$ cat config.mk
export PLATFORM = sky130hd
export DESIGN_NAME = midi_byte_to_usb_packet_flat
export DESIGN_NICKNAME = d
export VERILOG_FILES = /design/src/hdl/mbu_pkg.sv /design/src/hdl/mbu_byte_if.sv /design/src/hdl/mbu_packet_if.sv /design/src/hdl/mbu_classify.sv /design/src/hdl/mbu_assembler.sv /design/src/hdl/midi_byte_to_usb_packet.sv /design/src/flat_wrapper.sv
export SDC_FILE = /design/constraint.sdc
export NUM_CORES = 1
export LEC_CHECK = 0
export ABC_CLOCK_PERIOD_IN_PS = 7200
export BUFFER_PORTS_ARGS = -buffer_cell sky130_fd_sc_hd__buf_4
export CORE_ASPECT_RATIO = 1.75
export CORE_UTILIZATION = 40
export CTS_BUF_LIST = sky130_fd_sc_hd__clkbuf_8
export DETAILED_ROUTE_END_ITERATION = 6
export PLACE_DENSITY = 0.57
export SLEW_MARGIN = 20
export SYNTH_ARGS = -nofsm -noshare
export SYNTH_HDL_FRONTEND = slang
export SYNTH_SLANG_ARGS = --single-unit
$ cat constraint.sdc
create_clock -name i_clk -period 7.2 [get_ports i_clk]
set_input_delay 1.8 -clock i_clk [delete_from_list [all_inputs] [get_ports i_clk]]
set_output_delay 1.8 -clock i_clk [all_outputs]
set_load 0.01 [all_outputs]
$ cat src/hdl/mbu_pkg.sv
// Shared types and constants for the MIDI byte to USB-MIDI packet converter.
// Used by the byte classifier, the assembler and the top level.
`default_nettype none

package mbu_pkg;

    // System realtime status bytes.
    localparam logic [7:0] RT_CLOCK    = 8'hF8;
    localparam logic [7:0] RT_START    = 8'hFA;
    localparam logic [7:0] RT_CONTINUE = 8'hFB;
    localparam logic [7:0] RT_STOP     = 8'hFC;
    localparam logic [7:0] RT_SENSE    = 8'hFE;
    localparam logic [7:0] RT_RESET    = 8'hFF;

    // Upper nibble of the system status range.
    localparam logic [3:0] NIB_SYSTEM  = 4'hF;
    // Channel messages that carry a single data byte.
    localparam logic [3:0] NIB_PROGRAM = 4'hC;
    localparam logic [3:0] NIB_CHAN_AT = 4'hD;

    // Code index numbers used on the USB side.
    localparam logic [3:0] CIN_MISC     = 4'h0;
    localparam logic [3:0] CIN_REALTIME = 4'hF;

    typedef enum logic [1:0] {
        KIND_DATA,
        KIND_REALTIME,
        KIND_SYSTEM,
        KIND_CHANNEL
    } t_kind;

    typedef struct packed {
        logic [3:0] evt_code;
        logic [7:0] msg_byte0;
        logic [7:0] msg_byte1;
        logic [7:0] msg_byte2;
    } t_packet;

    typedef struct packed {
        logic    emit;
        t_packet pkt;
    } t_result;

endpackage

`default_nettype wire

$ cat src/hdl/mbu_byte_if.sv
// Request channel carrying one serial MIDI byte per request.
// Stand-alone; no package dependency.
`default_nettype none

interface mbu_byte_if;
    logic       valid;
    logic       ready;
    logic [7:0] rx_byte;

    modport source (output valid, output rx_byte, input ready);
    modport sink   (input valid, input rx_byte, output ready);
endinterface

`default_nettype wire

$ cat src/hdl/mbu_packet_if.sv
// Request channel carrying one USB-MIDI event packet per request.
// Stand-alone; no package dependency.
`default_nettype none

interface mbu_packet_if;
    logic       valid;
    logic       ready;
    logic [3:0] evt_code;
    logic [7:0] msg_byte0;
    logic [7:0] msg_byte1;
    logic [7:0] msg_byte2;

    modport source (output valid, output evt_code, output msg_byte0,
                    output msg_byte1, output msg_byte2, input ready);
    modport sink   (input valid, input evt_code, input msg_byte0,
                    input msg_byte1, input msg_byte2, output ready);
endinterface

`default_nettype wire

$ cat src/hdl/mbu_classify.sv
// Sorts a received MIDI byte into data, realtime, other system or channel status.
// Depends on mbu_pkg.
`default_nettype none

module mbu_classify (
    input  wire logic [7:0]    i_byte,
    output mbu_pkg::t_kind     o_kind
);

    logic w_realtime;

    always_comb begin
        w_realtime = (i_byte == mbu_pkg::RT_CLOCK)    || (i_byte == mbu_pkg::RT_START) ||
                     (i_byte == mbu_pkg::RT_CONTINUE) || (i_byte == mbu_pkg::RT_STOP)  ||
                     (i_byte == mbu_pkg::RT_SENSE)    || (i_byte == mbu_pkg::RT_RESET);
        priority if (!i_byte[7]) begin
            o_kind = mbu_pkg::KIND_DATA;
        end else if (w_realtime) begin
            o_kind = mbu_pkg::KIND_REALTIME;
        end else if (i_byte[7:4] == mbu_pkg::NIB_SYSTEM) begin
            o_kind = mbu_pkg::KIND_SYSTEM;
        end else begin
            o_kind = mbu_pkg::KIND_CHANNEL;
        end
    end

endmodule

`default_nettype wire

$ cat src/hdl/mbu_assembler.sv
// Running-status state and message assembly; decides the packet for one byte.
// Depends on mbu_pkg.
`default_nettype none

module mbu_assembler (
    input  wire logic           i_clk,
    input  wire logic           i_rst_n,
    input  wire logic           i_fire,
    input  wire logic [7:0]     i_byte,
    input  wire mbu_pkg::t_kind i_kind,
    output mbu_pkg::t_result    o_res
);

    // Running status (zero means none), first data byte held, and whether it is held.
    // The status byte of a message under assembly always equals running status.
    logic [7:0] r_running, n_running;
    logic [7:0] r_data1,   n_data1;
    logic       r_have1,   n_have1;
    logic       w_need2;

    assign w_need2 = (r_running[7:4] == mbu_pkg::NIB_PROGRAM) ||
                     (r_running[7:4] == mbu_pkg::NIB_CHAN_AT);

    always_comb begin
        n_running = r_running;
        n_data1   = r_data1;
        n_have1   = r_have1;
        o_res     = '0;
        unique case (i_kind)
            mbu_pkg::KIND_REALTIME: begin
                o_res.emit                = 1'b1;
                o_res.pkt.evt_code        = mbu_pkg::CIN_REALTIME;
                o_res.pkt.msg_byte0       = i_byte;
            end
            mbu_pkg::KIND_SYSTEM: begin
                n_running                 = '0;
                n_have1                   = 1'b0;
                o_res.emit                = 1'b1;
                o_res.pkt.evt_code        = mbu_pkg::CIN_MISC;
                o_res.pkt.msg_byte0       = i_byte;
            end
            mbu_pkg::KIND_CHANNEL: begin
                n_running                 = i_byte;
                n_have1                   = 1'b0;
            end
            mbu_pkg::KIND_DATA: begin
                if (r_running != '0) begin
                    o_res.pkt.evt_code    = r_running[7:4];
                    o_res.pkt.msg_byte0   = r_running;
                    if (r_have1) begin
                        o_res.emit          = 1'b1;
                        o_res.pkt.msg_byte1 = r_data1;
                        o_res.pkt.msg_byte2 = i_byte;
                        n_have1             = 1'b0;
                    end else if (w_need2) begin
                        o_res.emit          = 1'b1;
                        o_res.pkt.msg_byte1 = i_byte;
                    end else begin
                        n_data1             = i_byte;
                        n_have1             = 1'b1;
                    end
                end
            end
            default: begin
            end
        endcase
        if (!i_fire) begin
            o_res.emit = 1'b0;
        end
    end

    always_ff @(posedge i_clk) begin
        if (!i_rst_n) begin
            r_running <= '0;
            r_data1   <= '0;
            r_have1   <= 1'b0;
        end else if (i_fire) begin
            r_running <= n_running;
            r_data1   <= n_data1;
            r_have1   <= n_have1;
        end
    end

endmodule

`default_nettype wire

$ cat src/hdl/midi_byte_to_usb_packet.sv
// Top level of the serial MIDI byte to USB-MIDI event packet converter.
// Depends on mbu_pkg, mbu_byte_if, mbu_packet_if, mbu_classify and mbu_assembler.
`default_nettype none

// Takes one byte from the serial MIDI line per request and returns at most one
// USB-MIDI event packet per byte, keeping running status. Realtime bytes (F8, FA,
// FB, FC, FE, FF) go out at once with code index 15 and leave a message under
// assembly untouched. Other system bytes clear running status and go out at once
// with code index 0. Channel status bytes set running status; a channel message
// goes out when its two or three bytes are complete, with unused bytes zero, and
// later data bytes reuse the running status. Data bytes with no running status
// are dropped. A byte is registered on acceptance, decided by a short
// classify-and-assemble step once the packet register can take the result, and
// its packet lands in the output register; one byte can be accepted every cycle
// as long as the packet side keeps taking requests. The byte register and the
// packet register are separate, so one new byte is still accepted while a
// finished packet waits at the output.

module midi_byte_to_usb_packet (
    input  wire logic           i_clk,
    input  wire logic           i_rst_n,
    mbu_byte_if.sink            i_rx,
    mbu_packet_if.source        o_pkt
);

    // Input register holding the byte under decision.
    logic                 r_in_valid;
    logic [7:0]           r_in_byte;
    // Output register holding the finished packet.
    logic                 r_out_valid;
    mbu_pkg::t_packet     r_out_pkt;

    logic                 w_out_free;
    logic                 w_fire;
    mbu_pkg::t_kind       w_kind;
    mbu_pkg::t_result     w_res;

    // The held byte is processed whenever the packet register can take its result;
    // bytes that produce nothing also retire then.
    assign w_out_free = !r_out_valid || o_pkt.ready;
    assign w_fire     = r_in_valid && w_out_free;
    assign i_rx.ready = !r_in_valid || w_out_free;

    always_ff @(posedge i_clk) begin
        if (!i_rst_n) begin
            r_in_valid <= 1'b0;
        end else if (i_rx.ready) begin
            r_in_valid <= i_rx.valid;
        end
    end

    always_ff @(posedge i_clk) begin
        if (i_rx.ready && i_rx.valid) begin
            r_in_byte <= i_rx.rx_byte;
        end
    end

    mbu_classify u_classify (
        .i_byte (r_in_byte),
        .o_kind (w_kind)
    );

    mbu_assembler u_assembler (
        .i_clk   (i_clk),
        .i_rst_n (i_rst_n),
        .i_fire  (w_fire),
        .i_byte  (r_in_byte),
        .i_kind  (w_kind),
        .o_res   (w_res)
    );

    always_ff @(posedge i_clk) begin
        if (!i_rst_n) begin
            r_out_valid <= 1'b0;
        end else if (w_out_free) begin
            r_out_valid <= w_res.emit;
        end
    end

    always_ff @(posedge i_clk) begin
        if (w_out_free && w_res.emit) begin
            r_out_pkt <= w_res.pkt;
        end
    end

    assign o_pkt.valid      = r_out_valid;
    assign o_pkt.evt_code   = r_out_pkt.evt_code;
    assign o_pkt.msg_byte0  = r_out_pkt.msg_byte0;
    assign o_pkt.msg_byte1  = r_out_pkt.msg_byte1;
    assign o_pkt.msg_byte2  = r_out_pkt.msg_byte2;

`ifndef SYNTHESIS
    // A byte waiting on a stalled packet side must not be lost.
    a_hold_byte: assert property (@(posedge i_clk) disable iff (!i_rst_n)
        (r_in_valid && !w_out_free) |=> (r_in_valid && $stable(r_in_byte)))
        else $error("held byte lost while packet side stalled");

    // A realtime packet carries a realtime status byte and no data.
    a_realtime_pkt: assert property (@(posedge i_clk) disable iff (!i_rst_n)
        (o_pkt.valid && o_pkt.evt_code == mbu_pkg::CIN_REALTIME) |->
        (o_pkt.msg_byte0[7:3] == 5'h1F && o_pkt.msg_byte1 == '0 && o_pkt.msg_byte2 == '0))
        else $error("malformed realtime packet");

    // Back-pressure on the byte side only appears while a byte is held.
    a_ready: assert property (@(posedge i_clk) disable iff (!i_rst_n)
        !i_rx.ready |-> (r_in_valid && r_out_valid))
        else $error("byte side stalled without cause");
`endif

endmodule

`default_nettype wire

$ cat src/flat_wrapper.sv
// flat-port wrapper written by rule: the top's interface ports become plain ports
module midi_byte_to_usb_packet_flat 
  (i_clk, i_rst_n, i_rx_valid, i_rx_rx_byte, i_rx_ready, o_pkt_valid, o_pkt_evt_code, o_pkt_msg_byte0, o_pkt_msg_byte1, o_pkt_msg_byte2, o_pkt_ready);
  mbu_byte_if i_rx_i ();
  mbu_packet_if o_pkt_i ();
  input  wire logic i_clk;
  input  wire logic i_rst_n;
  input wire logic [$bits(i_rx_i.valid)-1:0] i_rx_valid;
  input wire logic [$bits(i_rx_i.rx_byte)-1:0] i_rx_rx_byte;
  output wire logic [$bits(i_rx_i.ready)-1:0] i_rx_ready;
  output wire logic [$bits(o_pkt_i.valid)-1:0] o_pkt_valid;
  output wire logic [$bits(o_pkt_i.evt_code)-1:0] o_pkt_evt_code;
  output wire logic [$bits(o_pkt_i.msg_byte0)-1:0] o_pkt_msg_byte0;
  output wire logic [$bits(o_pkt_i.msg_byte1)-1:0] o_pkt_msg_byte1;
  output wire logic [$bits(o_pkt_i.msg_byte2)-1:0] o_pkt_msg_byte2;
  input wire logic [$bits(o_pkt_i.ready)-1:0] o_pkt_ready;
  assign i_rx_i.valid = i_rx_valid;
  assign i_rx_i.rx_byte = i_rx_rx_byte;
  assign i_rx_ready = i_rx_i.ready;
  assign o_pkt_valid = o_pkt_i.valid;
  assign o_pkt_evt_code = o_pkt_i.evt_code;
  assign o_pkt_msg_byte0 = o_pkt_i.msg_byte0;
  assign o_pkt_msg_byte1 = o_pkt_i.msg_byte1;
  assign o_pkt_msg_byte2 = o_pkt_i.msg_byte2;
  assign o_pkt_i.ready = o_pkt_ready;
  midi_byte_to_usb_packet u_core (.i_clk(i_clk), .i_rst_n(i_rst_n), .i_rx(i_rx_i), .o_pkt(o_pkt_i));
endmodule
==> results by group <==
Final layout
  • Layout fillers: 489
  • Fraction of layout cells with a size suffix above 1: 0.313
  • Final cell count without fillers: 263
  • Area delta synth->final: 21.7%
  • N_diodes: 0
  • Commonest cells after routing, fill and taps aside: buf_4 (42), edfxtp_1 (36), nand2_1 (32), dfxtp_1 (19), a22o_1 (12)
  • Fin util: 0.503
  • Nets: 219
  • Most common cell after layout, fill and taps aside: buf_4

Synth
  • Register bit total from synthesis: 55
  • Synth area leaders: edfxtp_1 (50%), dfxtp_1 (18%), nand2_1 (5.5%)
  • Asr flop ratio synth: 0
  • Post-synth net total: 175
  • Cell accounting for the most synthesized area: edfxtp_1
  • Post-synth top area share: 0.498
  • Post-synth cell types: 34
  • Mapped Cells: 163
  • Yosys warning count: 0
  • Synth Flop Type: edfxtp_1
  • Syn_area_per_cell: roughly 13 um^2
  • Netlist Area Pre-Place: 2170 um^2
  • EDFF count, synth: 36
  • Sequential area share after synthesis: 0.674

Worst setup path
  • CP max stage delay: 0.25 ns
  • Crit-path max FO: 5
  • Slowest stage cell, crit path: nor2b_1
  • WS Path Type: in -> out
  • Reg-to-reg endpoint: u_core.o_pkt.msg_byte1[0]
  • R2R depth: 5
  • Cell repeated most along the worst path: buf_4
  • CP Capture Type: output pin
  • Reg2reg start: u_core.r_in_byte[7]
  • Setup slack, reg-to-reg: between 5 and 6 ns
  • CP Launch Type: input port
  • CP Cell Sequence: buf_4 > nor2b_1 > nand2_1 > buf_4
  • WP data required: 5.40 ns
  • Critical Path Source: o_pkt_ready
  • CP arrival: 2.42 ns

Die
  • Full die area: about 5700 um^2
  • Core area: 5260 um^2
  • Die width: 57.7 um
  • Starting density of the core: 0.413
  • Die Span Y: approximately 99 um
  • IO Pins: between 40 and 50
  • # rows: 35

Clocking
  • Post-CTS Setup Inserts: 0
  • CTS Buf Count: 5
  • CTS resizes: 0
  • Clock Path Buffers: 2
  • CTS HTree Levels: 2
  • Worst-Skew Late Latency: ~0.31 ns
  • Clock transition at path regs: 0.10 ns
  • CTS Hold Bufs: 0
  • Clock Sinks: 55
  • Clock Tree Root: clkbuf_8
  • TritonCTS clock tree: built

Power
  • Tot Pwr: 592 uW
  • Seq pwr share: 0.596
  • P_leak: between 1 and 1.5 nW
  • Internal: around 460 uW
  • Switch share: 0.216
  • Clock power share: 0.344
  • VDD IR max: 0.144 mV
  • Cell Pwr Density: 224 nW/um^2
  • Net switching power: 128 uW
  • Comb power frac: 0.060

Detailed routing
  • Routed Antenna Nets: 0
  • TritonRoute pass-1 iters: 6
  • Routed wire length: ~4000 um
  • Post-DR wirelength/cell: 15.4 um
  • Routed vias: between 1000 and 1500
  • Initial drt markers: 33
  • DR DRC count: 4
  • Via density: 5.29

Global routing
  • Antenna violations before repair: 0
  • Total GRT Usage: 0.153
  • Global-route wire length before repair: 6600 um
  • Grt met1 use: 0.172
  • Top Usage Layer GRT: met2
  • GR Layer Usage met2: 0.263
  • Vias in the first global route: roughly 1400
  • Global route overflow: 0
  • Largest net degree at the start of global routing: 29
  • Met3 Track Usage GR: 0.0312

Hold path
  • Hold EP: u_core.u_assembler.r_data1[7]
  • Hold depth: 2
  • Min-delay src: u_core.u_assembler.r_data1[7]
  • Hold Crit Class: reg -> reg

Placed design
  • DP Worst Slack: 2.98 ns
  • IO buf count: 41
  • DP Cell Count: 255
  • Detail Placement HPWL: approximately 2900 um
  • Final GP Congestion: just over 0.8

Outcome
  • Failing checks: DRC
  • Outcome: finished, violations left

Timing
  • Skew final: 0.00925 ns
  • Post-layout min period: 4.22 ns
  • RSZ-0062 raised after global routing: no
  • Final Hold Viols: 0
  • Final Slew Violations: 0
  • Fmax: 237 MHz
  • Worst slew margin: 0.497
  • Final WS setup: between 2 and 3 ns
  • Total Neg Setup Slack: 0 ns
  • Period utilisation layout: 0.585
  • Slew @ Worst Pin: around 0.75 ns
  • Final setup fails: 0

Run
  • Max_cap viols: 0
-- worst max-delay path: cells and delay by family --
kind	cells	cell delay, ns
buffers and inverters	2	0.26
and+or+nand+nor	2	0.36
-- flip-flops by register name, indices dropped and copies added (netlist names) --
register / cells
u_core.u_assembler.r_running: 8
u_core.o_pkt.msg_byte1: 8
u_core.o_pkt.valid: 1
u_core.o_pkt.msg_byte2: 8
u_core.o_pkt.msg_byte0: 8
u_core.u_assembler.r_have1: 1
u_core.r_in_valid: 1
u_core.r_in_byte: 8
u_core.u_assembler.r_data1: 8
u_core.o_pkt.evt_code: 4
-- per-layer routing --
metal	wire, um	share of wire
met5	0	0
met4	133	0.033
met3	201	0.050
met2	2130	0.53
met1	1580	0.39
-- synthesized netlist by cell type, types with 2 or more instances --
cell,count
edfxtp_1,36
nand2_1,32
dfxtp_1,19
a22o_1,12
mux2i_1,7
inv_1,6
and2_2,5
o21ai_0,5
and2_1,4
clkbuf_1,4
nand2b_1,4
nor2_1,3
a22o_2,2
and4_1,2
nor2b_1,2
or4_4,2
-- power groups by stage --
stage	Combinational [mW]	Sequential (mW)	Clock, mW
after floorplan	0.0224	0.358	0
after detailed placement	0.0357	0.360	0
after global routing	0.0390	0.354	0.219
after CTS	0.0360	0.353	0.209
final	0.0356	0.353	0.204
after global placement	0.0344	0.360	0
-- cells by family (layout without fill, tap and decap cells) --
group | Yosys count | after routing | share of synthesized area
AO/OA/AOI/OAI | 24 | 24 | 0.0934
buffers and inverters | 11 | 56 | 0.0225
flip-flops | 55 | 55 | 0.674
multiplexers | 7 | 7 | 0.0323
other | 1 | 1 | 0.00173
AND/OR/NAND/NOR | 65 | 65 | 0.176
-- worst max-delay path by stage --
stage	end	slack, ns	cells past startpoint
finish	i_rx_ready	2.98	4
global route	i_rx_ready	2.91	4
CTS	i_rx_ready	2.98	4
detailed placement	i_rx_ready	2.98	4
global placement	i_rx_ready	3.03	4
floorplan	i_rx_ready	3.26	2
-- area by class of cell --
type,count,area (um^2),share of cell area
tap,55,68.8,0.0261
clock inverter,3,42.5,0.0161
sequential,55,1460,0.553
clock buffer,5,68.8,0.0261
timing repair buffer,42,315,0.119
multi-input combinational,97,662,0.251
inverter,6,22.5,0.00853
-- metrics by stage --
step | hold WS, ns | area, um^2
finish | 0.445 | 2640
global route | 0.469 | 2640
CTS | 0.446 | 2640
detailed placement | 0.431 | 2530
global placement | 0.419 | 2530
floorplan | 0.405 | 2170
(Power assumes the default switching activity.)
